--- src/prdc_pkg.sv ---
package prdc_pkg;

  localparam int COORD_BITS = 24;
  localparam int CNT_BITS   = 16;
  localparam int LIMIT_BITS = 50;
  localparam int AREA_BITS  = 64;

  localparam int DIFF_BITS  = COORD_BITS + 1;
  localparam int SQ_BITS    = 2 * COORD_BITS;
  localparam int LEN_BITS   = SQ_BITS + 1;
  localparam int CMP_BITS   = (LEN_BITS > LIMIT_BITS) ? LEN_BITS : LIMIT_BITS;
  localparam int PROD_BITS  = 2 * COORD_BITS;
  localparam int CROSS_BITS = PROD_BITS + 1;
  localparam int ESUM_BITS  = CROSS_BITS + 1;

  localparam int IN_DATA_BITS    = ((2 * COORD_BITS + 7) / 8) * 8;
  localparam int USER_BITS       = 2;
  localparam int USER_EMPTY      = 0;
  localparam int USER_LAST_POLY  = 1;
  localparam int OUT_FIELDS_BITS = 5 * CNT_BITS + 1;
  localparam int OUT_DATA_BITS   = ((OUT_FIELDS_BITS + 7) / 8) * 8;
  localparam int OUT_PAD_BITS    = OUT_DATA_BITS - OUT_FIELDS_BITS;

  localparam int CFG_DATA_BITS = 64;
  localparam int CFG_ADDR_BITS = 4;
  localparam logic REG_EDGE_LIMIT = 1'b0;
  localparam logic REG_AREA_LIMIT = 1'b1;

  localparam logic [1:0] VCOUNT_SAT = 2'd3;
  localparam logic [1:0] VCOUNT_TWO = 2'd2;

  typedef logic signed [COORD_BITS-1:0] coord_t;
  typedef logic signed [DIFF_BITS-1:0]  diff_t;
  typedef logic signed [PROD_BITS-1:0]  prod_t;
  typedef logic signed [CROSS_BITS-1:0] cross_t;
  typedef logic signed [ESUM_BITS-1:0]  esum_t;
  typedef logic [CNT_BITS-1:0]          cnt_t;
  typedef logic [LIMIT_BITS-1:0]        limit_t;
  typedef logic [AREA_BITS-1:0]         area_t;

  typedef struct packed {
    coord_t x;
    coord_t y;
  } point_t;

  // intake stage: an item carries the new edge and the closing edge, each with its own enable
  typedef struct packed {
    point_t e1a;
    point_t e1b;
    point_t e2a;
    point_t e2b;
    logic   e1_en;
    logic   e2_en;
    logic   ends;
    logic   last_poly;
    logic   ge3;
  } s1_t;

  typedef struct packed {
    logic [SQ_BITS-1:0] sq_x1;
    logic [SQ_BITS-1:0] sq_y1;
    logic [SQ_BITS-1:0] sq_x2;
    logic [SQ_BITS-1:0] sq_y2;
    prod_t              px1;
    prod_t              py1;
    prod_t              px2;
    prod_t              py2;
    logic               dup1;
    logic               dup2;
    logic               e1_en;
    logic               e2_en;
    logic               ends;
    logic               last_poly;
    logic               ge3;
  } s2_t;

  typedef struct packed {
    logic [1:0] dup_inc;
    logic [1:0] zero_inc;
    esum_t      area_d;
    logic       ends;
    logic       last_poly;
    logic       ge3;
  } s3_t;

  typedef struct packed {
    cnt_t  dups;
    cnt_t  zeros;
    area_t area;
    logic  last_poly;
    logic  ge3;
  } ring_t;

endpackage

--- src/prdc_cfg_regs.sv ---
module prdc_cfg_regs (
  input  logic                                clk,
  input  logic                                rst,
  input  logic                                psel,
  input  logic                                penable,
  input  logic                                pwrite,
  input  logic [prdc_pkg::CFG_ADDR_BITS-1:0]  paddr,
  input  logic [prdc_pkg::CFG_DATA_BITS-1:0]  pwdata,
  output logic [prdc_pkg::CFG_DATA_BITS-1:0]  prdata,
  output logic                                pready,
  output prdc_pkg::limit_t                    edge_limit,
  output prdc_pkg::limit_t                    area_limit
);

  logic reg_sel;

  assign pready  = 1'b1;
  assign reg_sel = paddr[prdc_pkg::CFG_ADDR_BITS-1];

  always_ff @(posedge clk) begin
    if (rst) begin
      edge_limit <= '0;
      area_limit <= '0;
    end else if (psel && penable && pwrite && pready) begin
      case (reg_sel)
        prdc_pkg::REG_EDGE_LIMIT: edge_limit <= pwdata[prdc_pkg::LIMIT_BITS-1:0];
        prdc_pkg::REG_AREA_LIMIT: area_limit <= pwdata[prdc_pkg::LIMIT_BITS-1:0];
        default: ;
      endcase
    end
  end

  always_comb begin
    case (reg_sel)
      prdc_pkg::REG_EDGE_LIMIT: prdata = prdc_pkg::CFG_DATA_BITS'(edge_limit);
      prdc_pkg::REG_AREA_LIMIT: prdata = prdc_pkg::CFG_DATA_BITS'(area_limit);
      default:                  prdata = '0;
    endcase
  end

endmodule

--- config.mk ---
export PLATFORM = sky130hd
export DESIGN_NAME = prdc_cfg_regs
export DESIGN_NICKNAME = d
export VERILOG_FILES = /design/src/prdc_pkg.sv /design/src/prdc_cfg_regs.sv
export SDC_FILE = /design/constraint.sdc
export NUM_CORES = 1
export LEC_CHECK = 0
export BUFFER_PORTS_ARGS = -buffer_cell sky130_fd_sc_hd__buf_4
export CORE_MARGIN = 5
export CORE_UTILIZATION = 40
export CTS_CLUSTER_DIAMETER = 200
export DETAILED_ROUTE_END_ITERATION = 6
export PLACE_DENSITY = 0.71
export SLEW_MARGIN = 5
export SYNTH_ARGS = -nofsm -noshare
export SYNTH_HDL_FRONTEND = slang
export SYNTH_SLANG_ARGS = --single-unit
--- constraint.sdc ---
create_clock -name clk -period 1.35 [get_ports clk]
set_input_delay 0.135 -clock clk [delete_from_list [all_inputs] [get_ports clk]]
set_output_delay 0.135 -clock clk [all_outputs]
set_load 0.01 [all_outputs]
-- After elaboration in Yosys (flattened, before gate mapping)
Index checks and enable logic that the tools add are counted.
- muxes and demuxes: 1
- bitwise logic cells: 1
- reductions and logical operators: 4
- operators by type and width (cell ; number):
    $pmux 64 s2 ; 1
    $reduce_and 2->1 ; 2
    $logic_and 1x1->1 ; 2
    $not 1->1 ; 1
- register bits: 100
- input port bits: 73

-- Depth between registers and ports, before layout
- depth in word-level cells: 3
- gate-level depth with buffers: 5
- depth with buffers taken out: 2

-- Worst setup path before layout
Ideal clock, no wire load.
- path type: in2reg
- start point: input port paddr[3] (netlist bit)
- end point: register edge_limit[10]
- library setup time: 0.072 ns
- data arrival time: 0.951 ns
- setup slack: 0.327 ns
- stages on the path: 5
- cells stage by stage: buf_6 -> and4b_1 -> buf_6 -> buf_12 -> mux2i_1
- cells in the longest elaborated chain, start to end: 2
- ends and longest elaborated chain (what ; line ; text):
    from (decl) ; prdc_cfg_regs.sv:7 ; input logic [prdc_pkg::CFG_ADDR_BITS-1:0] paddr,
    $not 1->1 (no source line) ; -- ;
    $reduce_and 2->1 (no source line) ; -- ;
    to (signal assigned) ; prdc_cfg_regs.sv:26 ; prdc_pkg::REG_EDGE_LIMIT: edge_limit <= pwdata[prdc_pkg::LIMIT_BITS-1:0];
    to (decl) ; prdc_cfg_regs.sv:11 ; output prdc_pkg::limit_t edge_limit,
Every way passes these cells.
A chain may end at the register's enable or synchronous reset.

-- Worst setup path after layout
- start point: register edge_limit[42]
- end point: output port prdata[42] (netlist bit)
- cells in the longest elaborated chain, start to end: 1
- ends and longest elaborated chain (what ; line ; text):
    $pmux 64 s2 ; prdc_cfg_regs.sv:34 ; case (reg_sel)
    to (decl) ; prdc_cfg_regs.sv:9 ; output logic [prdc_pkg::CFG_DATA_BITS-1:0] prdata,
Every way passes these cells. The select of a mux whose other input is x is not followed.

==> out/qor.yml <==
cp_slowest_cell: "dfxtp_1"
core_mm2: 0.01201
drtIter0Drc: 116
routedWlPerCell_um: 15.36
cp.arrival_ns: 1.09
status: "finished clean"
finalWirelength_um: 12220
clk_latency_ns: 0.33
synth_top_area_share_pct: 40.96
fin_crit_ns: 1.222
die_width_um: 120.5
num_vias: 3787
cp.buffers_inverters: 1
dr.pass1.iters: 4
io_buffers: 205
yosysUniqueCellTypes: 14
antenna_found_initial: 0
max_cap_violations: 0
drv_slew: 0
ctsHoldBuffers: 0
power.leakage_uw: 0.003297
r2r_start: "area_limit[0]$_SDFFE_PP0P_"
grt_overflow: 0
hold_viol: 0
grt_start_max_net_pins: 65
r2r-end: "area_limit[0]$_SDFFE_PP0P_"
final_common_cell: "buf_4"
htreeDepth: 3
end_kind: "output pin"
rr_worst_depth: 2
clock_skew_ns: 0
fin_tns_setup_ns: 0
cts_made_buffers: 9
hold_start: "pwdata[10]"
avgSynthCellArea_um2: 10.76
cp_slowest_stage_delay_ns: 0.34
p_per_area_mw_per_mm2: 956.1
multiInputGateArea_mm2: 0.002594
fin_crit_sh_pct: 90.50
grtUsageTotal_pct: 16.33
via_per_inst: 4.758
r2r_slack_ns: 0.68
ys_seq_area_share_pct: 40.96
area.growth.synth_to_final_pct: 39.14
die_area_mm2: 0.01453
place_hpwl_um: 9214
cts_tree: "yes"
yosys_register_bits: 100
utilization_pct: 56.61
initial_utilization_pct: 40.69
mostFrequentLayoutCells: "buf_4, nand2b_1, mux2i_1, dfxtp_1, mux2_2"
whs_endpoint: "area_limit[10]$_SDFFE_PP0P_"
drc: 0
cts-root-buf: "clkbuf_16"
die_height_um: 120.5
routabilityCongestion: 0.7552
hold_class: "in2reg"
ys_warn_count: 0
crit_required_ns: 1.22
cp-start-kind: "flop"
fin_nets: 718
grt_pass1_vias: 3984
synth.cell_area_mm2: 0.004887
fmax_ghz: 0.8185
grt_pass1_wl_um: 19430
cts_setup_buffers: 0
postRouteAntennaNets: 0
io_pins: 238
layout_setup_ws_ns: 0.1282
min_path_cells: 3
seqCellArea_mm2: 0.002002
clkTransAtPathRegs_ns: 0.06
ctsLongestPathBuffers: 2
diodes: 0
layout-drive-gt1-share_pct: 43.14
crit_path_cell_trace: "mux2_2 -> buf_4"
fillers: 1080
dp_slack_ns: 0.1112
cp_top_family: "flip-flops"
yosys.area.top_type: "dfxtp_1"
cts-resized-gates: 0
hold_slack_ns: 0.08798
ir_drop_mv: 0.5325
crit_type: "reg2out"
row_count: 40
rsz0062_at_grt: "no"
cts.sinks: 100
path_max_fanout: 3
synth_cells: 454
synth_area_leaders: "dfxtp_1, mux2i_1, nand2b_1"
setup_viol: 0
==> cell families (layout without fill, tap and decap cells) <==
| logic type | Yosys count | count (layout) | share of synthesized area [%] |
|---|---|---|---|
| simple gates | 154 | 154 | 19.89 |
| mux | 150 | 150 | 32.00 |
| flops | 100 | 100 | 40.96 |
| buf+inv | 48 | 230 | 6.989 |
| other cells | 2 | 15 | 0.1537 |
==> tightest hold or removal path: cells and delay by family <==
family | cells | cell delay, ns
buf+inv | 1 | 0.08
mux | 1 | 0.11
simple gates | 1 | 0.06
==> Yosys cell counts <==
| cell type | instances |
|---|---|
| nand4_1 | 1 |
| nand2b_1 | 150 |
| buf_4 | 19 |
| nand4b_1 | 1 |
| and4_1 | 1 |
| conb_1 | 2 |
| clkbuf_1 | 15 |
| buf_6 | 2 |
| mux2i_1 | 100 |
| buf_2 | 8 |
| buf_12 | 4 |
| dfxtp_1 | 100 |
| and4b_1 | 1 |
| mux2_2 | 50 |
==> cell type report <==
cell class                 instances  area share (%)
clock inverter                     5           1.141
multi-input combinational        319           38.14
timing repair buffer             215           25.21
clock buffer                      10           3.367
sequential                       100           29.44
tap                              147           2.705
==> per-layer routing <==
layer	vias up	share of wire (%)	wire length, um	track usage [%]
met5	-	0	0	0
met1	1788	39	4816	18.63
li1	1863	-	-	-
met3	18	6.1	742	3.321
met4	0	2.1	262	6.161
met2	118	52	6402	29.86
==> worst max-delay path by stage <==
stage,from,to,slack [ns],cells past startpoint
floorplan,paddr[3],edge_limit[10]$_SDFFE_PP0P_,0.33,5
global placement,paddr[3],prdata[20],0.16,4
detailed placement,paddr[3],edge_limit[16]$_SDFFE_PP0P_,0.11,4
CTS,area_limit[42]$_SDFFE_PP0P_,prdata[42],0.10,2
global route,area_limit[8]$_SDFFE_PP0P_,prdata[8],0.08,2
finish,edge_limit[42]$_SDFFE_PP0P_,prdata[42],0.13,2
==> through the flow <==
stage | cell area (um^2) | power (uW) | instances
finish | 6800 | 6502 | 796
detailed placement | 6494 | 3916 | 781
global route | 6800 | 6764 | 796
CTS | 6800 | 6580 | 796
floorplan | 4936 | 3583 | 467
global placement | 6494 | 3894 | 781
==> registers in the layout (all words and copies together) (netlist names) <==
name,flops
area_limit,50
edge_limit,50
==> report_power, final <==
group | internal [uW] | leakage, uW | switching (uW)
logic | 441 | 0.00234 | 330
registers | 3020 | 0.000809 | 54.1
clock network | 1610 | 0.000148 | 1050
(Power assumes the default switching activity.)
