File: src/prdc_pkg.sv
package prdc_pkg;

  localparam int COORD_BITS = 24;
  localparam int CNT_BITS   = 16;
  localparam int LIMIT_BITS = 50;
  localparam int AREA_BITS  = 64;

  localparam int DIFF_BITS  = COORD_BITS + 1;
  localparam int SQ_BITS    = 2 * COORD_BITS;
  localparam int LEN_BITS   = SQ_BITS + 1;
  localparam int CMP_BITS   = (LEN_BITS > LIMIT_BITS) ? LEN_BITS : LIMIT_BITS;
  localparam int PROD_BITS  = 2 * COORD_BITS;
  localparam int CROSS_BITS = PROD_BITS + 1;
  localparam int ESUM_BITS  = CROSS_BITS + 1;

  localparam int IN_DATA_BITS    = ((2 * COORD_BITS + 7) / 8) * 8;
  localparam int USER_BITS       = 2;
  localparam int USER_EMPTY      = 0;
  localparam int USER_LAST_POLY  = 1;
  localparam int OUT_FIELDS_BITS = 5 * CNT_BITS + 1;
  localparam int OUT_DATA_BITS   = ((OUT_FIELDS_BITS + 7) / 8) * 8;
  localparam int OUT_PAD_BITS    = OUT_DATA_BITS - OUT_FIELDS_BITS;

  localparam int CFG_DATA_BITS = 64;
  localparam int CFG_ADDR_BITS = 4;
  localparam logic REG_EDGE_LIMIT = 1'b0;
  localparam logic REG_AREA_LIMIT = 1'b1;

  localparam logic [1:0] VCOUNT_SAT = 2'd3;
  localparam logic [1:0] VCOUNT_TWO = 2'd2;

  typedef logic signed [COORD_BITS-1:0] coord_t;
  typedef logic signed [DIFF_BITS-1:0]  diff_t;
  typedef logic signed [PROD_BITS-1:0]  prod_t;
  typedef logic signed [CROSS_BITS-1:0] cross_t;
  typedef logic signed [ESUM_BITS-1:0]  esum_t;
  typedef logic [CNT_BITS-1:0]          cnt_t;
  typedef logic [LIMIT_BITS-1:0]        limit_t;
  typedef logic [AREA_BITS-1:0]         area_t;

  typedef struct packed {
    coord_t x;
    coord_t y;
  } point_t;

  // intake stage: an item carries the new edge and the closing edge, each with its own enable
  typedef struct packed {
    point_t e1a;
    point_t e1b;
    point_t e2a;
    point_t e2b;
    logic   e1_en;
    logic   e2_en;
    logic   ends;
    logic   last_poly;
    logic   ge3;
  } s1_t;

  typedef struct packed {
    logic [SQ_BITS-1:0] sq_x1;
    logic [SQ_BITS-1:0] sq_y1;
    logic [SQ_BITS-1:0] sq_x2;
    logic [SQ_BITS-1:0] sq_y2;
    prod_t              px1;
    prod_t              py1;
    prod_t              px2;
    prod_t              py2;
    logic               dup1;
    logic               dup2;
    logic               e1_en;
    logic               e2_en;
    logic               ends;
    logic               last_poly;
    logic               ge3;
  } s2_t;

  typedef struct packed {
    logic [1:0] dup_inc;
    logic [1:0] zero_inc;
    esum_t      area_d;
    logic       ends;
    logic       last_poly;
    logic       ge3;
  } s3_t;

  typedef struct packed {
    cnt_t  dups;
    cnt_t  zeros;
    area_t area;
    logic  last_poly;
    logic  ge3;
  } ring_t;

endpackage

File: src/prdc_front.sv
module prdc_front (
  input  logic                               clk,
  input  logic                               rst,
  input  logic                               s_tvalid,
  output logic                               s_tready,
  // [COORD_BITS-1:0] vertex_x, [2*COORD_BITS-1:COORD_BITS] vertex_y
  input  logic [prdc_pkg::IN_DATA_BITS-1:0]  s_tdata,
  input  logic                               s_tlast,
  // [0] empty_ring, [1] last_in_polygon
  input  logic [prdc_pkg::USER_BITS-1:0]     s_tuser,
  input  logic                               nxt_free,
  output logic                               out_v,
  output prdc_pkg::s1_t                      out_d
);

  prdc_pkg::point_t prev;
  prdc_pkg::point_t first;
  logic [1:0]       count;

  prdc_pkg::point_t cur;
  prdc_pkg::point_t prev_after;
  prdc_pkg::point_t first_after;
  logic [1:0]       cnt_after;
  logic             empty;
  logic             ends;
  logic             accept;
  prdc_pkg::s1_t    item;

  assign s_tready = !out_v || nxt_free;
  assign accept   = s_tvalid && s_tready;

  always_comb begin
    cur.x = s_tdata[prdc_pkg::COORD_BITS-1:0];
    cur.y = s_tdata[2*prdc_pkg::COORD_BITS-1:prdc_pkg::COORD_BITS];
    empty = s_tuser[prdc_pkg::USER_EMPTY];
    if (empty) begin
      prev_after  = prev;
      first_after = first;
      cnt_after   = count;
    end else begin
      prev_after  = cur;
      first_after = (count == 2'd0) ? cur : first;
      cnt_after   = (count == prdc_pkg::VCOUNT_SAT) ? count : count + 2'd1;
    end
    ends           = empty || s_tlast;
    item.e1a       = prev;
    item.e1b       = cur;
    item.e1_en     = !empty && (count != 2'd0);
    item.e2a       = prev_after;
    item.e2b       = first_after;
    item.e2_en     = ends && (cnt_after >= prdc_pkg::VCOUNT_TWO);
    item.ends      = ends;
    item.last_poly = s_tuser[prdc_pkg::USER_LAST_POLY];
    item.ge3       = (cnt_after == prdc_pkg::VCOUNT_SAT);
  end

  always_ff @(posedge clk) begin
    if (rst) begin
      out_v <= 1'b0;
      prev  <= '0;
      first <= '0;
      count <= '0;
    end else begin
      if (s_tready) begin
        out_v <= s_tvalid;
      end
      if (accept) begin
        if (ends) begin
          prev  <= '0;
          first <= '0;
          count <= '0;
        end else begin
          prev  <= prev_after;
          first <= first_after;
          count <= cnt_after;
        end
      end
    end
  end

  always_ff @(posedge clk) begin
    if (accept) begin
      out_d <= item;
    end
  end

endmodule

File: config.mk
export PLATFORM = sky130hd
export DESIGN_NAME = prdc_front
export DESIGN_NICKNAME = d
export VERILOG_FILES = /design/src/prdc_pkg.sv /design/src/prdc_front.sv
export SDC_FILE = /design/constraint.sdc
export NUM_CORES = 1
export LEC_CHECK = 0
export BUFFER_PORTS_ARGS = -buffer_cell sky130_fd_sc_hd__buf_2
export CORE_ASPECT_RATIO = 0.8
export CORE_MARGIN = 1.5
export CORE_UTILIZATION = 25
export DETAILED_ROUTE_END_ITERATION = 10
export SLEW_MARGIN = 20
export SYNTH_ARGS = -nofsm -noshare
export SYNTH_HDL_FRONTEND = slang
export SYNTH_SLANG_ARGS = --single-unit
File: constraint.sdc
create_clock -name clk -period 13.1 [get_ports clk]
set_input_delay 2.62 -clock clk [delete_from_list [all_inputs] [get_ports clk]]
set_output_delay 2.62 -clock clk [all_outputs]
set_load 0.01 [all_outputs]
# Word level (Yosys, flattened, before mapping)

Cells that the tools add are included.

Flip-flop bits (word level): 296
Latch bits: 0
Bits in writable memories: 0
Bits in read-only memories: 0
Input bits: 55
Output and inout port bits: 199
Logic and storage cells: 40
Memories kept: 0

Add/subtract/negate cells: 1
Multiply operators: 0
Divide/modulo/power cells: 0
Magnitude comparators: 1
Equality and inequality tests: 2
Shifts and indexed selects: 0
Multiplexer cells: 8
Bitwise gates (word level): 0
Reduce and logical (&&, ||, !) cells: 9

Operators with widths:

| operator            | count |
|---|---|
| $mux 48             | 5 |
| $mux 2              | 3 |
| $eq 2x2->1 const B  | 2 |
| $logic_and 1x1->1   | 3 |
| $add 2x1->2 const B | 1 |
| $ge 2x2->1 const B  | 1 |
| $logic_not 1->1     | 2 |
| $logic_not 2->1     | 1 |
| $logic_or 1x1->1    | 2 |
| $reduce_bool 2->1   | 1 |

# Depth between registers and ports, before layout

Word-level depth: 5
Mapped depth: 7
Mapped depth without buffers: 4

# Worst setup path before layout

OpenSTA, ideal clock, no wires.

Path kind: input -> register
Start point: in nxt_free
End point: reg count[1]
Arrival time: 11.466 ns
Data required time: 12.571 ns
Slack: 1.105 ns
Stages on the path: 4
Path through: and2b_1 > clkbuf_1 > nor2_1 > a211oi_1

Word-level cells in the longest chain between the ends: 2

Ends and longest elaborated chain:

| what                 | line             | source |
|---|---|---|
| start, declared      | prdc_front.sv:11 | `input logic nxt_free,` |
| $logic_or 1x1->1     | prdc_front.sv:29 | `assign s_tready = !out_v \|\| nxt_free;` |
| $logic_and 1x1->1    | prdc_front.sv:30 | `assign accept = s_tvalid && s_tready;` |
| named net accept     | prdc_front.sv:26 | `logic accept;` |
| end signal, assigned | prdc_front.sv:75 | `count <= cnt_after;` |
| end, declared        | prdc_front.sv:18 | `logic [1:0] count;` |

The timed path passes the listed nets, and every way through them passes these cells.
A chain may end at the register's enable or synchronous reset.

# Worst setup path after layout

Start point: in nxt_free
End point: out s_tready

Word-level cells in the longest chain between the ends: 1

Ends and longest elaborated chain:

| what             | line             | source |
|---|---|---|
| $logic_or 1x1->1 | prdc_front.sv:29 |  |
| end, declared    | prdc_front.sv:5  | `output logic s_tready,` |

Every way passes these cells.

==> results_dict.tcl <==
set metrics [dict create \
    status "complete, no violations" \
    start_util_pct 25.5 \
    vias_per_cell 4.41 \
    cts_made_buffers 31 \
    p_leak_nw 5.13 \
    fin_worst_skew_ns 0.00882 \
    ys.flop_type "edfxtp_1" \
    seq_area_frac_synth_pct 71.0 \
    final_cells 1666 \
    fmax_mhz 174 \
    p_int_w 0.00161 \
    clock_path_buffers 3 \
    critPathMaxStageDelay_ns 0.23 \
    routed-via-count 7352 \
    cp_max_fo 2 \
    place_worst_setup_slack_ns 7.34 \
    min_path_type "flip-flop to flip-flop" \
    cts_root_buffer "clkbuf_16" \
    cts.sinks 296 \
    synth_edf_count 197 \
    crit_buf_inv 3 \
    critical_path_arrival_ns 3.12 \
    finalHoldViolCount 0 \
    sequentialPowerShare_pct 50.7 \
    syn-num-nets 873 \
    clockPowerShare_pct 40.9 \
    h-tree-depth 1 \
    required_ns 10.48 \
    die_area_mm2 0.0458 \
    io_pins 254 \
    min-delay-start "item[193]" \
    core_area_mm2 0.0436 \
    cts_tree "done" \
    drc_errors 0 \
    grt_util_all_layers_pct 11.8 \
    p_per_area_mw_per_mm2 151 \
    ir_worst_vdd_v 0.0000869 \
    dieHeight_um 192 \
    rows 68 \
    hpwlAfterDp_um 16500 \
    routedWlPerCell_um 16.9 \
    nets 1102 \
    cts_setup_buffers 0 \
    rsz0062_at_grt "no" \
    cp-end-kind "output port" \
    cp_top_family "buffers and inverters" \
    port_buffers 253 \
    synth-seq-cells 296 \
    crit_chain "buf_2 > and2b_2 > inv_2 > buf_2" \
    setup_viol 0 \
    syn2layout_area_growth_pct 25.3 \
    relSlewSlack_pct 34.8 \
    grt_pass1_wl_um 42200 \
    fin_ws_ns 7.36 \
    cts_resized 0 \
    finalInstanceArea_mm2 0.0139 \
    drtIter0Drc 416 \
    antenna_found_initial 0 \
    crit_start "nxt_free" \
    cpMaxStageDelayCell "and2b_2" \
    cp-start-kind "primary input" \
    grt_pass1_vias 7137 \
    yosys_warnings 0 \
    p_comb_share_pct 8.4 \
    fp.dieW_um 239 \
    grt.overflow.total 0 \
    clkTransAtPathRegs_ns 0.06 \
    postRouteAntennaNets 0 \
    dp.cells 1609 \
    p_sw_share_pct 23.5 \
    period_share_pct 43.8 \
    finalWirelength_um 28200 \
    firstDrtPassIters 4 \
    slew_viol_final 0 \
    clk_latency_ns 0.56 \
    syn_area_mm2 0.0111 \
    netlist_instances 818 \
    setup-tns-final_ns 0 \
    timing.rr.start "out_v" \
    worst_pin_slew_ns 0.978 \
    crit_top_cell "buf_2" \
    synth_cell_types 27 \
    drive_above_1_share_pct 36.4 \
    maxCapViolations 0 \
    period_minus_slack_ns 5.74 \
    syn_avg_cell_area_um2 13.6 \
    dpl_cell_area_mm2 0.0130 \
    power.switching_w 0.000494 \
    gp_congestion 0.682 \
    grt_max_degree 97 \
    ctsHoldBuffers 0 \
    async_reset_ff_share_pct 0 \
    critPathKind "primary input to output port" \
]
cell usage after synthesis (20+ instances only):
cell type    n  area, um^2
clkbuf_1    50         188
mux2_2      48         541
o32ai_1     28         245
o32ai_2     20         325
edfxtp_1   197        5920
nand2b_1    48         300
o21ai_0     91         455
nand2_1     48         180
nand4_1     50         313
inv_1       50         188
a21oi_1     51         255
dfxtp_1     99        1980
stage by stage:
stage / total power, W / utilization [%] / hold WS, ns
floorplan: 0.00119 / - / 0.418
global placement: 0.00126 / 29.7 / 0.431
detailed placement: 0.00127 / 29.7 / 0.438
CTS: 0.00214 / 32.0 / 0.452
global route: 0.00219 / 32.0 / 0.462
finish: 0.00210 / 32.0 / 0.447
state kept, by name, indices dropped and copies added (netlist names):
register / cells
out_v: 1
count: 2
first: 48
out_d: 197
item: 48
cell type report:
class,count,area [um^2]
Sequential cell,296,7900
Antenna cell,1,2.50
Tap cell,595,744
Inverter,52,195
Timing Repair Buffer,264,1350
Fill cell,4371,29600
Clock inverter,17,171
Clock buffer,39,816
Multi-Input combinational cell,402,2760
logic make-up after synthesis:
logic type      share of synthesized area [%]
compound gates                           12.1
flops                                    71.0
simple gates                             7.68
mux                                      4.86
buf+inv                                  4.43
layout by cell type (no fill, tap or decap), drive strengths merged:
master,n
inv,52
nor3,1
edfxtp,197
a21oi,51
clkbuf,39
clkinv,12
nand4,50
mux2,48
o32ai,48
nor2,5
dfxtp,99
buf,264
o211a,1
or3b,1
clkinvlp,2
a211oi,1
nand2b,48
and2b,1
a31oi,1
o21a,1
o21ai,97
nand2,48
diode,1
bufinv,3
worst register-to-register path, stage by stage (launching register included):
cell     delay (ns)
dfxtp_1        0.31
and2b_2        0.22
buf_4          0.32
nor2_4         0.60
buf_4          0.57
buf_4          0.78
power groups by stage:
stage | clock network, W | registers (W) | logic, W
2_1_floorplan | 0 | 0.00112 | 0.0000760
3_3_place_gp | 0 | 0.00108 | 0.000177
3_5_place_dp | 0 | 0.00109 | 0.000181
4_1_cts | 0.000891 | 0.00107 | 0.000181
5_1_grt | 0.000921 | 0.00107 | 0.000196
6_report | 0.000860 | 0.00107 | 0.000178
path summary, 6_finish.rpt:
kind	to	slack, ns	cells after the start
worst max-delay path	s_tready	7.36	4
worst min-delay path	out_d[193]	0.45	0
worst max register to register	out_d[84]	9.81	5
worst min register to register	out_d[193]	0.45	0
per-layer routing:
metal | track usage (%) | wire [um] | vias up
li1 | - | - | 3490
met1 | 15.8 | 13000 | 3602
met2 | 18.6 | 12600 | 224
met3 | 3.54 | 2010 | 36
met4 | 2.73 | 564 | 0
met5 | 0 | 0 | -
(Power assumes the default switching activity.)
