==> src/prdc_pkg.sv <==
package prdc_pkg;

  localparam int COORD_BITS = 24;
  localparam int CNT_BITS   = 16;
  localparam int LIMIT_BITS = 50;
  localparam int AREA_BITS  = 64;

  localparam int DIFF_BITS  = COORD_BITS + 1;
  localparam int SQ_BITS    = 2 * COORD_BITS;
  localparam int LEN_BITS   = SQ_BITS + 1;
  localparam int CMP_BITS   = (LEN_BITS > LIMIT_BITS) ? LEN_BITS : LIMIT_BITS;
  localparam int PROD_BITS  = 2 * COORD_BITS;
  localparam int CROSS_BITS = PROD_BITS + 1;
  localparam int ESUM_BITS  = CROSS_BITS + 1;

  localparam int IN_DATA_BITS    = ((2 * COORD_BITS + 7) / 8) * 8;
  localparam int USER_BITS       = 2;
  localparam int USER_EMPTY      = 0;
  localparam int USER_LAST_POLY  = 1;
  localparam int OUT_FIELDS_BITS = 5 * CNT_BITS + 1;
  localparam int OUT_DATA_BITS   = ((OUT_FIELDS_BITS + 7) / 8) * 8;
  localparam int OUT_PAD_BITS    = OUT_DATA_BITS - OUT_FIELDS_BITS;

  localparam int CFG_DATA_BITS = 64;
  localparam int CFG_ADDR_BITS = 4;
  localparam logic REG_EDGE_LIMIT = 1'b0;
  localparam logic REG_AREA_LIMIT = 1'b1;

  localparam logic [1:0] VCOUNT_SAT = 2'd3;
  localparam logic [1:0] VCOUNT_TWO = 2'd2;

  typedef logic signed [COORD_BITS-1:0] coord_t;
  typedef logic signed [DIFF_BITS-1:0]  diff_t;
  typedef logic signed [PROD_BITS-1:0]  prod_t;
  typedef logic signed [CROSS_BITS-1:0] cross_t;
  typedef logic signed [ESUM_BITS-1:0]  esum_t;
  typedef logic [CNT_BITS-1:0]          cnt_t;
  typedef logic [LIMIT_BITS-1:0]        limit_t;
  typedef logic [AREA_BITS-1:0]         area_t;

  typedef struct packed {
    coord_t x;
    coord_t y;
  } point_t;

  // intake stage: an item carries the new edge and the closing edge, each with its own enable
  typedef struct packed {
    point_t e1a;
    point_t e1b;
    point_t e2a;
    point_t e2b;
    logic   e1_en;
    logic   e2_en;
    logic   ends;
    logic   last_poly;
    logic   ge3;
  } s1_t;

  typedef struct packed {
    logic [SQ_BITS-1:0] sq_x1;
    logic [SQ_BITS-1:0] sq_y1;
    logic [SQ_BITS-1:0] sq_x2;
    logic [SQ_BITS-1:0] sq_y2;
    prod_t              px1;
    prod_t              py1;
    prod_t              px2;
    prod_t              py2;
    logic               dup1;
    logic               dup2;
    logic               e1_en;
    logic               e2_en;
    logic               ends;
    logic               last_poly;
    logic               ge3;
  } s2_t;

  typedef struct packed {
    logic [1:0] dup_inc;
    logic [1:0] zero_inc;
    esum_t      area_d;
    logic       ends;
    logic       last_poly;
    logic       ge3;
  } s3_t;

  typedef struct packed {
    cnt_t  dups;
    cnt_t  zeros;
    area_t area;
    logic  last_poly;
    logic  ge3;
  } ring_t;

endpackage

==> src/prdc_ring_acc.sv <==
module prdc_ring_acc (
  input  logic                               clk,
  input  logic                               rst,
  input  logic                               in_v,
  input  prdc_pkg::s3_t                      in_d,
  output logic                               in_free,
  input  prdc_pkg::limit_t                   area_limit,
  output logic                               m_tvalid,
  input  logic                               m_tready,
  // [15:0] ring_duplicates, [31:16] ring_zero_edges, [32] ring_is_sliver,
  // [48:33] total_duplicates, [64:49] total_zero_edges, [80:65] total_slivers
  output logic [prdc_pkg::OUT_DATA_BITS-1:0] m_tdata,
  output logic                               m_tlast
);

  localparam int SUM_BITS = prdc_pkg::CNT_BITS + 1;

  prdc_pkg::cnt_t  dup_acc, zero_acc;
  prdc_pkg::area_t area_acc;
  prdc_pkg::cnt_t  tot_dup, tot_zero, tot_sliver;

  logic            ring_v;
  prdc_pkg::ring_t ring;
  prdc_pkg::ring_t ring_next;
  logic            out_free;

  logic [SUM_BITS-1:0] dup_sum, zero_sum;
  logic [SUM_BITS-1:0] td_sum, tz_sum, ts_sum;
  prdc_pkg::area_t     amag;
  logic                sliver;
  prdc_pkg::cnt_t      td_new, tz_new, ts_new;

  assign out_free = !m_tvalid || m_tready;
  assign in_free  = !ring_v || out_free;

  always_comb begin
    dup_sum  = {1'b0, dup_acc} + SUM_BITS'(in_d.dup_inc);
    zero_sum = {1'b0, zero_acc} + SUM_BITS'(in_d.zero_inc);
    ring_next.dups      = dup_sum[prdc_pkg::CNT_BITS] ? '1 : dup_sum[prdc_pkg::CNT_BITS-1:0];
    ring_next.zeros     = zero_sum[prdc_pkg::CNT_BITS] ? '1 : zero_sum[prdc_pkg::CNT_BITS-1:0];
    ring_next.area      = area_acc + prdc_pkg::AREA_BITS'(in_d.area_d);
    ring_next.last_poly = in_d.last_poly;
    ring_next.ge3       = in_d.ge3;
  end

  always_comb begin
    amag   = ring.area[prdc_pkg::AREA_BITS-1] ? (~ring.area + 1'b1) : ring.area;
    sliver = !ring.ge3 || (amag <= prdc_pkg::AREA_BITS'(area_limit));
    td_sum = {1'b0, tot_dup} + {1'b0, ring.dups};
    tz_sum = {1'b0, tot_zero} + {1'b0, ring.zeros};
    ts_sum = {1'b0, tot_sliver} + SUM_BITS'(sliver);
    td_new = td_sum[prdc_pkg::CNT_BITS] ? '1 : td_sum[prdc_pkg::CNT_BITS-1:0];
    tz_new = tz_sum[prdc_pkg::CNT_BITS] ? '1 : tz_sum[prdc_pkg::CNT_BITS-1:0];
    ts_new = ts_sum[prdc_pkg::CNT_BITS] ? '1 : ts_sum[prdc_pkg::CNT_BITS-1:0];
  end

  always_ff @(posedge clk) begin
    if (rst) begin
      ring_v     <= 1'b0;
      m_tvalid   <= 1'b0;
      dup_acc    <= '0;
      zero_acc   <= '0;
      area_acc   <= '0;
      tot_dup    <= '0;
      tot_zero   <= '0;
      tot_sliver <= '0;
    end else begin
      if (in_free) begin
        ring_v <= in_v && in_d.ends;
        if (in_v) begin
          if (in_d.ends) begin
            dup_acc  <= '0;
            zero_acc <= '0;
            area_acc <= '0;
          end else begin
            dup_acc  <= ring_next.dups;
            zero_acc <= ring_next.zeros;
            area_acc <= ring_next.area;
          end
        end
      end
      if (out_free) begin
        m_tvalid <= ring_v;
        if (ring_v) begin
          if (ring.last_poly) begin
            tot_dup    <= '0;
            tot_zero   <= '0;
            tot_sliver <= '0;
          end else begin
            tot_dup    <= td_new;
            tot_zero   <= tz_new;
            tot_sliver <= ts_new;
          end
        end
      end
    end
  end

  always_ff @(posedge clk) begin
    if (in_free && in_v && in_d.ends) begin
      ring <= ring_next;
    end
    if (out_free && ring_v) begin
      m_tdata <= {{prdc_pkg::OUT_PAD_BITS{1'b0}}, ts_new, tz_new, td_new, sliver,
                  ring.zeros, ring.dups};
      m_tlast <= ring.last_poly;
    end
  end

endmodule

==> config.mk <==
export PLATFORM = sky130hd
export DESIGN_NAME = prdc_ring_acc
export DESIGN_NICKNAME = d
export VERILOG_FILES = /design/src/prdc_pkg.sv /design/src/prdc_ring_acc.sv
export SDC_FILE = /design/constraint.sdc
export NUM_CORES = 1
export LEC_CHECK = 0
export BUFFER_PORTS_ARGS = -buffer_cell sky130_fd_sc_hd__buf_4
export CAP_MARGIN = 20
export CORE_ASPECT_RATIO = 0.7
export CORE_MARGIN = 2
export CORE_UTILIZATION = 39
export DETAILED_ROUTE_END_ITERATION = 12
export PLACE_DENSITY = 0.63
export SLEW_MARGIN = 15
export SYNTH_ARGS = -nofsm -noshare
export SYNTH_HDL_FRONTEND = slang
export SYNTH_SLANG_ARGS = --single-unit
==> constraint.sdc <==
create_clock -name clk -period 7.65 [get_ports clk]
set_input_delay 1.1475 -clock clk [delete_from_list [all_inputs] [get_ports clk]]
set_output_delay 1.1475 -clock clk [all_outputs]
set_load 0.01 [all_outputs]
* Word level (Yosys, flattened, before mapping)
Cells that the tools add are included.
** Cells by class
- Reduce and logical (&&, ||, !) cells :: 12
- Magnitude comparators :: 1
- Mux-type cells :: 12
- Bitwise operators :: 1
- Add/subtract/negate cells :: 7
** Operator list (number)
- two-way mux 16 bit :: 10
- two-way mux 64 bit :: 2
- adder 64 x 1 -> 64 bit (second input constant) :: 1
- adder 64 bit :: 1
- less-or-equal comparator 64 x 50 -> 1 bit :: 1
- inverter 64 bit :: 1
- adder 16 x 16 -> 17 bit :: 2
- adder 16 x 2 -> 17 bit :: 2
- adder 16 x 1 -> 17 bit :: 1
- logical AND 1 bit :: 4
- AND reduction 2 bit :: 2
- logical NOT 1 bit :: 3
- logical OR 1 bit :: 3
** Storage, ports and cells
- Register bits after elaboration :: 326
- Bits of input ports :: 111
- Output and inout bits :: 91

* Depth between registers and ports, before layout
Gate-level depths: netlist (run 1).
- Depth in word-level cells :: 8
- Mapped depth :: 29
- Mapped depth without buffers :: 27

* Worst setup path after synthesis (run 1)
OpenSTA, ideal clock, no wires.
- Path kind :: register to register
- Start :: reg ring[11] (netlist name)
- End :: reg tot_sliver[15]
- Slack :: 1.128 ns
- Stages on the path, launching flop included :: 28
- Path buffers :: 3
- Data arrival time :: 6.418 ns
- Setup time :: 0.104 ns
- Cells stage by stage :: edfxtp_1 -> or4_4 -> or3_4 -> or4_4 -> buf_6 -> or4_4 -> or2_1 -> buf_6 -> o31ai_1 -> xnor2_1 -> ha_1 -> nand4_1 -> nor4_1 -> nand4_1 -> nor2_1 -> o2bb2ai_1 -> or3b_2 -> and3_1 -> o211ai_1 -> o41ai_2 -> ha_1 -> and4_1 -> and2_1 -> clkbuf_1 -> and3_1 -> and4_1 -> a21oi_1 -> a211oi_1
** On the way
- Word-level cells in the longest chain between the ends :: 8
** Ends and longest elaborated chain
- start: declaration :: RTL line prdc_ring_acc.sv:23 : prdc_pkg::ring_t ring;
- start signal: assignment :: RTL line prdc_ring_acc.sv:101 : ring <= ring_next;
- inverter 64 bit :: RTL line prdc_ring_acc.sv:47 : amag = ring.area[prdc_pkg::AREA_BITS-1] ? (~ring.area + 1'b1) : ring.area;
- adder 64 x 1 -> 64 bit :: RTL line prdc_ring_acc.sv:47
- two-way mux 64 bit (*) :: RTL line prdc_ring_acc.sv:47
- less-or-equal comparator 64 x 50 -> 1 bit (*) :: RTL line prdc_ring_acc.sv:48 : sliver = !ring.ge3 || (amag <= prdc_pkg::AREA_BITS'(area_limit));
- logical OR 1 bit (*) :: RTL line prdc_ring_acc.sv:48
- net sliver :: RTL line prdc_ring_acc.sv:30 : logic sliver;
- adder 16 x 1 -> 17 bit (*) :: RTL line prdc_ring_acc.sv:51 : ts_sum = {1'b0, tot_sliver} + SUM_BITS'(sliver);
- two-way mux 16 bit (*) :: RTL line prdc_ring_acc.sv:54 : ts_new = ts_sum[prdc_pkg::CNT_BITS] ? '1 : ts_sum[prdc_pkg::CNT_BITS-1:0];
- two-way mux 16 bit (*) :: RTL line prdc_ring_acc.sv:85 : if (ring.last_poly) begin
- end signal: assignment :: RTL line prdc_ring_acc.sv:92 : tot_sliver <= ts_new;
- end: declaration :: RTL line prdc_ring_acc.sv:20 : prdc_pkg::cnt_t tot_dup, tot_zero, tot_sliver;
Mark *: on every way through the listed nets, which the timed path passes. The rest lies on a longest branch.
A chain may end at the register's enable or synchronous reset.

* Worst setup path in the final report (run 1)
- Start :: reg ring[19] (netlist name)
- End :: reg tot_sliver[11]
Same word-level chain as after synthesis.

==> results of run 1 <==
[cell usage in the layout (no fill, tap or decap), types with 8 or more instances in the layout]
| master | n |
|---|---|
| a211oi_1 | 13 |
| a21o_1 | 60 |
| a21oi_1 | 154 |
| a22o_1 | 59 |
| a22oi_1 | 65 |
| a31oi_1 | 20 |
| and3_1 | 19 |
| buf_4 | 210 |
| clkbuf_1 | 8 |
| clkbuf_16 | 39 |
| dfxtp_1 | 146 |
| edfxtp_1 | 180 |
| ha_1 | 152 |
| inv_1 | 100 |
| nand2_1 | 143 |
| nand2b_1 | 27 |
| nand3_1 | 34 |
| nand4_1 | 39 |
| nor2_1 | 165 |
| nor2b_1 | 13 |
| nor3_1 | 40 |
| nor4_1 | 12 |
| o211ai_1 | 11 |
| o21a_1 | 12 |
| o21ai_0 | 99 |
| o21bai_1 | 22 |
| o22ai_1 | 8 |
| o31ai_1 | 21 |
| or2_2 | 15 |
| or3_1 | 18 |
| xnor2_1 | 107 |
| xor2_1 | 46 |
[what timing repair did]
action | 4_1_cts | 5_1_grt
gates resized for setup | 0 | 4
setup endpoints to repair | 0 | 19
hold buffers | 0 | 0
buffers inserted | 0 | 1
[layout make-up]
type | instances | share of cell area [%]
multi-input cells | 1490 | 45.3
flip-flops and latches | 326 | 36.8
repair buffers | 210 | 6.97
clock buffers | 49 | 4.57
well taps | 665 | 3.68
inverters | 102 | 1.71
clock inverters | 19 | 0.907
diodes | 1 | 0.0111
[state kept, by name, indices dropped and copies added, names as in the netlist]
signal,count
m_tdata,81
area_acc,64
ring,98
dup_acc,16
tot_sliver,16
m_tlast,1
ring_v,1
m_tvalid,1
tot_zero,16
tot_dup,16
zero_acc,16
[logic make-up after synthesis]
family                     count (synthesis)
adders and majority gates                157
DFF                                      326
muxes                                      4
and+or+nand+nor                          571
xor gates and xnor gates                 153
AOI/OAI and AO/OA                        598
other                                      1
buffers and inverters                    192
[worst max-delay path, delay by kind of cell, from the launching register on]
family                   cells  cell delay, ns
AO/OA/AOI/OAI                5            1.19
XOR/XNOR                     1            0.10
adder cells (fa/ha/maj)      2            0.58
buffers and inverters        1            0.22
flip-flops                   1            0.44
AND/OR/NAND/NOR             17            4.43
[routing by layer]
| layer | vias to the layer above | global-route usage (%) | part of all wire [%] |
|---|---|---|---|
| met2 | 486 | 29.1 | 41 |
| met4 | 0 | 4.27 | 1.7 |
| met5 | - | 0 | 0 |
| li1 | 7758 | - | - |
| met1 | 7631 | 31.3 | 51 |
| met3 | 60 | 3.43 | 6.3 |
[worst min-delay path by stage]
| stage | slack (ns) | end | start | cells past startpoint |
|---|---|---|---|---|
| after global routing | 0.48 | area_acc[0] | area_acc[0] | 2 |
| final | 0.46 | area_acc[61] | area_acc[61] | 2 |
| after floorplan | 0.42 | m_tlast | ring[1] | 0 |
| after CTS | 0.46 | area_acc[0] | area_acc[0] | 2 |
| after global placement | 0.44 | area_acc[0] | area_acc[0] | 2 |
| after detailed placement | 0.45 | area_acc[61] | area_acc[61] | 2 |
[synth_stat cells, types with 59 or more instances]
library cell    n  area (um^2)
dfxtp_1       146         2920
clkbuf_1       80          300
inv_1         102          383
nor2_1        168          631
a22oi_1        65          488
xnor2_1       107          937
o21ai_0        99          495
nand2_1       144          541
a21oi_1       154          771
ha_1          152         1900
a22o_1         59          517
edfxtp_1      180         5410
a21o_1         60          450
[stage by stage]
step | utilization, % | hold slack [ns] | setup slack [ns] | cells
2_1_floorplan | - | 0.424 | 1.13 | 2008
5_1_grt | 46.1 | 0.480 | -0.0337 | 2861
4_1_cts | 46.1 | 0.460 | 0.272 | 2860
3_3_place_gp | 43.5 | 0.442 | 0.508 | 2792
3_5_place_dp | 43.5 | 0.447 | 0.308 | 2792
6_report | 46.2 | 0.459 | 0.592 | 2862
[power by group]
group,switching [W],internal (W),total [W]
combinational,0.000413,0.000285,0.000698
sequential,0.0000542,0.00193,0.00198
clock,0.000762,0.00107,0.00183
total,0.00123,0.00328,0.00451
==> flow_summary.ini, run 1 <==
[run_status]
outcome = completed

[clock_tree]
clockBufferDepth = 3
htree_levels = 2
clockRootBuffer = clkbuf_16
clkSinkCount = 326
cts_tree = done
clk_latency_ns = 0.53
cts_buffers = 37
path_clk_slew_ns = 0.06

[logic_synthesis]
avgSynthCellArea_um2 = 9.62
syn_inst = 2002
synthesis.area_um2 = 19300
synthMuxAreaShare_pct = 0.227
ys.flop_type = edfxtp_1
yosys.area_share.simple_pct = 14.5
synth_xor_area_share_pct = 6.96
synth_top_family_by_area = compound AO/OA/AOI/OAI gates
synth_edf_count = 180
yosysSeqAreaShare_pct = 43.2
ys_ff_latch = 326
synth-compound-area-share_pct = 20.7
yosysWarnings = 0
async_flop_share_pct = 0
synthAdderAreaFrac_pct = 10.4
synthDistinctLibCells = 76

[power_and_ir_drop]
power_density_nw_per_um2 = 199
leakage_nw = 9.55
ir_drop_mv = 0.102
p_total_w = 0.00451

[finish]
drive_gt1_share_pct = 14.5
area_delta_synth_final_pct = 17.4
nets = 2435
final_cell_area_um2 = 22600
fillers = 4647
multi_input_area_um2 = 10300
seq_area_um2 = 8330

[route]
drtPass1Iterations = 5
ant_nets = 0
wl_per_cell_um = 18.6
vias = 15900
initialDrtViolationCount = 1405
vias_per_cell = 5.57
wl_um = 53300
drc = 0

[setup_path]
crit_slowest_cell = or4_4
worst-r2r-setup-slack_ns = 0.59
worstPathArrival_ns = 7.50
cp_slowest_stage_delay_ns = 0.56
endpoint = tot_sliver[11]
required_ns = 8.10
rr_startpoint = ring[19]
regToRegEndpoint = tot_sliver[11]
crit_path_end_kind = flop
start_kind = flop
reg2reg_depth = 26
crit_fanout = 18
crit_start = ring[19]
worstSetupPathType = flop to flop

[global_route]
grt_max_degree = 79
grt_pass1_vias = 15000
track_usage_pct = 20.2
grt_pass1_wl_um = 83500
globalRoute.totalOverflow = 0
antenna_found_initial = 1

[die]
core_um2 = 49000
num_rows = 68
io_pins = 202
start_util_pct = 39.3
dieWidth_um = 270
die_y_um = 190
die-area_um2 = 51200

[worst_hold_path]
min_path_type = flop to flop

[sta]
final_max_slew_viol_count = 0
worst_slew_pin_slew_ns = 1.21
fmax_mhz = 142
min_period_over_period_pct = 92.3
slew_headroom_pct = 18.9
period_needed_ns = 7.06
clock-skew-final_ns = 0.0179
setup_viol = 0
fin_tns_setup_ns = 0
finalHoldViolCount = 0

[place]
hpwl_um = 39100
gp_congestion = 0.943
place_area_um2 = 21300
port_buffers = 194

[run]
cap_violations = 0
No activity file was read; power rests on OpenSTA's default activity.
==> run 2, diff against run 1 <==
Settings changed: CORE_ASPECT_RATIO 0.7 to unset, PLACE_DENSITY 0.63 to 0.65.
Clock period 7.65 ns to 5.89 ns, I/O delays scaled along.
==> run 2 against run 1 <==
Compared with the run above: the run now ends with negative setup slack left; critical path depth is the same; sequential power grew 30%; register-to-register slack lost 1.2 ns; cell area grew 4.1%; via count grew 1.8%; clock skew is essentially flat; power grew 32%; cell count grew 3.1%; utilization grew 2.1 points; largest power group unchanged; highest routed layer is now met5.
==> flow_summary.ini, run 2 (synthesis gave the netlist of run 1 again) <==
[global_route]
antenna_found_initial = 4
track_usage_pct = 19.9
grt_pass1_wl_um = 81700
globalRoute.totalOverflow = 0
grt_max_degree = 73
grt_pass1_vias = 15800

[route]
ant_nets = 0
drc = 0
vias = 16200
vias_per_cell = 5.50
wl_um = 51100
initialDrtViolationCount = 1092
wl_per_cell_um = 17.3
drtPass1Iterations = 5

[finish]
area_delta_synth_final_pct = 22.3
final_cell_mix = buf_4 (287), edfxtp_1 (180), nor2_1 (163)
top_register = ring
drive_gt1_share_pct = 19.4
nets = 2521
largest_reg_flops = 98
final_cell_area_um2 = 23600
reg_top3 = ring: 98 flops, m_tdata: 81 flops, area_acc: 64 flops
fin_util_pct = 48.2
final_common_cell = buf_4

[clock_tree]
cts_tree = done
cts_buffers = 39
cts_hold_buf = 0
clkSinkCount = 326
path_clk_slew_ns = 0.06
clk_latency_ns = 0.56
clockBufferDepth = 3
clockRootBuffer = clkbuf_16
htree_levels = 2

[power_and_ir_drop]
p_total_w = 0.00596
power_density_nw_per_um2 = 253
leakage_nw = 10.0
ir_drop_mv = 0.200

[worst_hold_path]
holdPathStages = 2
hp-start = area_acc[0]
min_path_type = flop to flop
hold_path_end = area_acc[0]

[sta]
setup_viol = 32
min_period_over_period_pct = 110
worst_slew_pin_slew_ns = 0.995
fin_ws_ns = -0.585
period_needed_ns = 6.48
final_max_slew_viol_count = 0
rsz0062_at_grt = yes
slew_headroom_pct = 33.4
clock-skew-final_ns = 0.0176
fmax_mhz = 154
finalHoldViolCount = 0

[setup_path]
crit_slowest_cell = or4_4
crit_path_end_kind = flop
required_ns = 6.39
cp_slowest_stage_delay_ns = 0.56
worstPathArrival_ns = 6.97
worst-r2r-setup-slack_ns = -0.59
crit_buf_inv = 1
reg2reg_depth = 26
regToRegEndpoint = tot_sliver[9]
crit_family = simple AND/OR/NAND/NOR gates
crit_fanout = 6
start_kind = flop
rr_startpoint = ring[13]
worstSetupPathType = flop to flop

[die]
start_util_pct = 39.4
die_y_um = 226
io_pins = 202
die-area_um2 = 51200
core_um2 = 48800
num_rows = 81
dieWidth_um = 226

[run_status]
violations = negative setup slack
outcome = complete, but fails checks

[run]
cap_violations = 0

[place]
port_buffers = 194
hpwl_um = 38000
place_area_um2 = 21800
dpl_worst_slack_ns = -0.747
gp_congestion = 0.917
run 2: worst max-delay path by stage:
stage / from / depth (start not counted) / endpoint / slack, ns
final: ring[13] / 26 / tot_sliver[9] / -0.59
after global routing: ring[21] / 25 / tot_sliver[11] / -0.91
after CTS: ring[21] / 26 / tot_sliver[9] / -0.55
after detailed placement: ring[21] / 26 / tot_sliver[9] / -0.75
after global placement: ring[21] / 26 / tot_sliver[7] / -0.59
after floorplan: ring[11] / 27 / tot_sliver[9] / -0.27
run 2: timing repair:
| action | CTS | global route |
|---|---|---|
| pin swaps | 22 | 13 |
| hold endpoints to repair | 0 | 0 |
| endpoints found under the setup margin | 32 | 32 |
| gates cloned | 0 | 0 |
| gates resized for setup | 34 | 21 |
| buffers inserted | 17 | 10 |
run 2: layer usage:
layer | track usage (%) | vias up | part of all wire [%] | wire (um)
li1 | - | 7910 | - | -
met1 | 25.0 | 7772 | 44 | 22400
met2 | 34.3 | 442 | 48 | 24600
met3 | 3.33 | 91 | 5.0 | 2550
met4 | 7.56 | 4 | 3.1 | 1580
met5 | 0 | - | 0.045 | 23
run 2: per-stage QoR:
stage,instances,hold WS (ns),TNS (ns)
after CTS,2939,0.461,-13.53
after global routing,2949,0.475,-24.29
final,2951,0.459,-13.78
after detailed placement,2852,0.453,-18.61
after floorplan,2008,0.424,-6.23
after global placement,2852,0.442,-13.52
run 2: power breakdown:
group	total, W	internal (W)	switching (W)
Clock	0.00244	0.00145	0.000997
Sequential	0.00257	0.00251	0.0000666
Combinational	0.000940	0.000398	0.000542
run 2: tightest hold or removal path: stages, from the launching register on:
cell and delay (ns):
dfxtp_1 0.31, nand2_1 0.05, a21oi_1 0.05
run 2: layout make-up:
cell class / instances / area, um^2
inverter: 102 / 387
antenna: 3 / 7.51
fill: 4505 / 25300
sequential: 326 / 8330
clock buffer: 50 / 1040
clock inverter: 22 / 280
tap: 664 / 831
multi-input combinational: 1490 / 10400
timing repair buffer: 294 / 2240
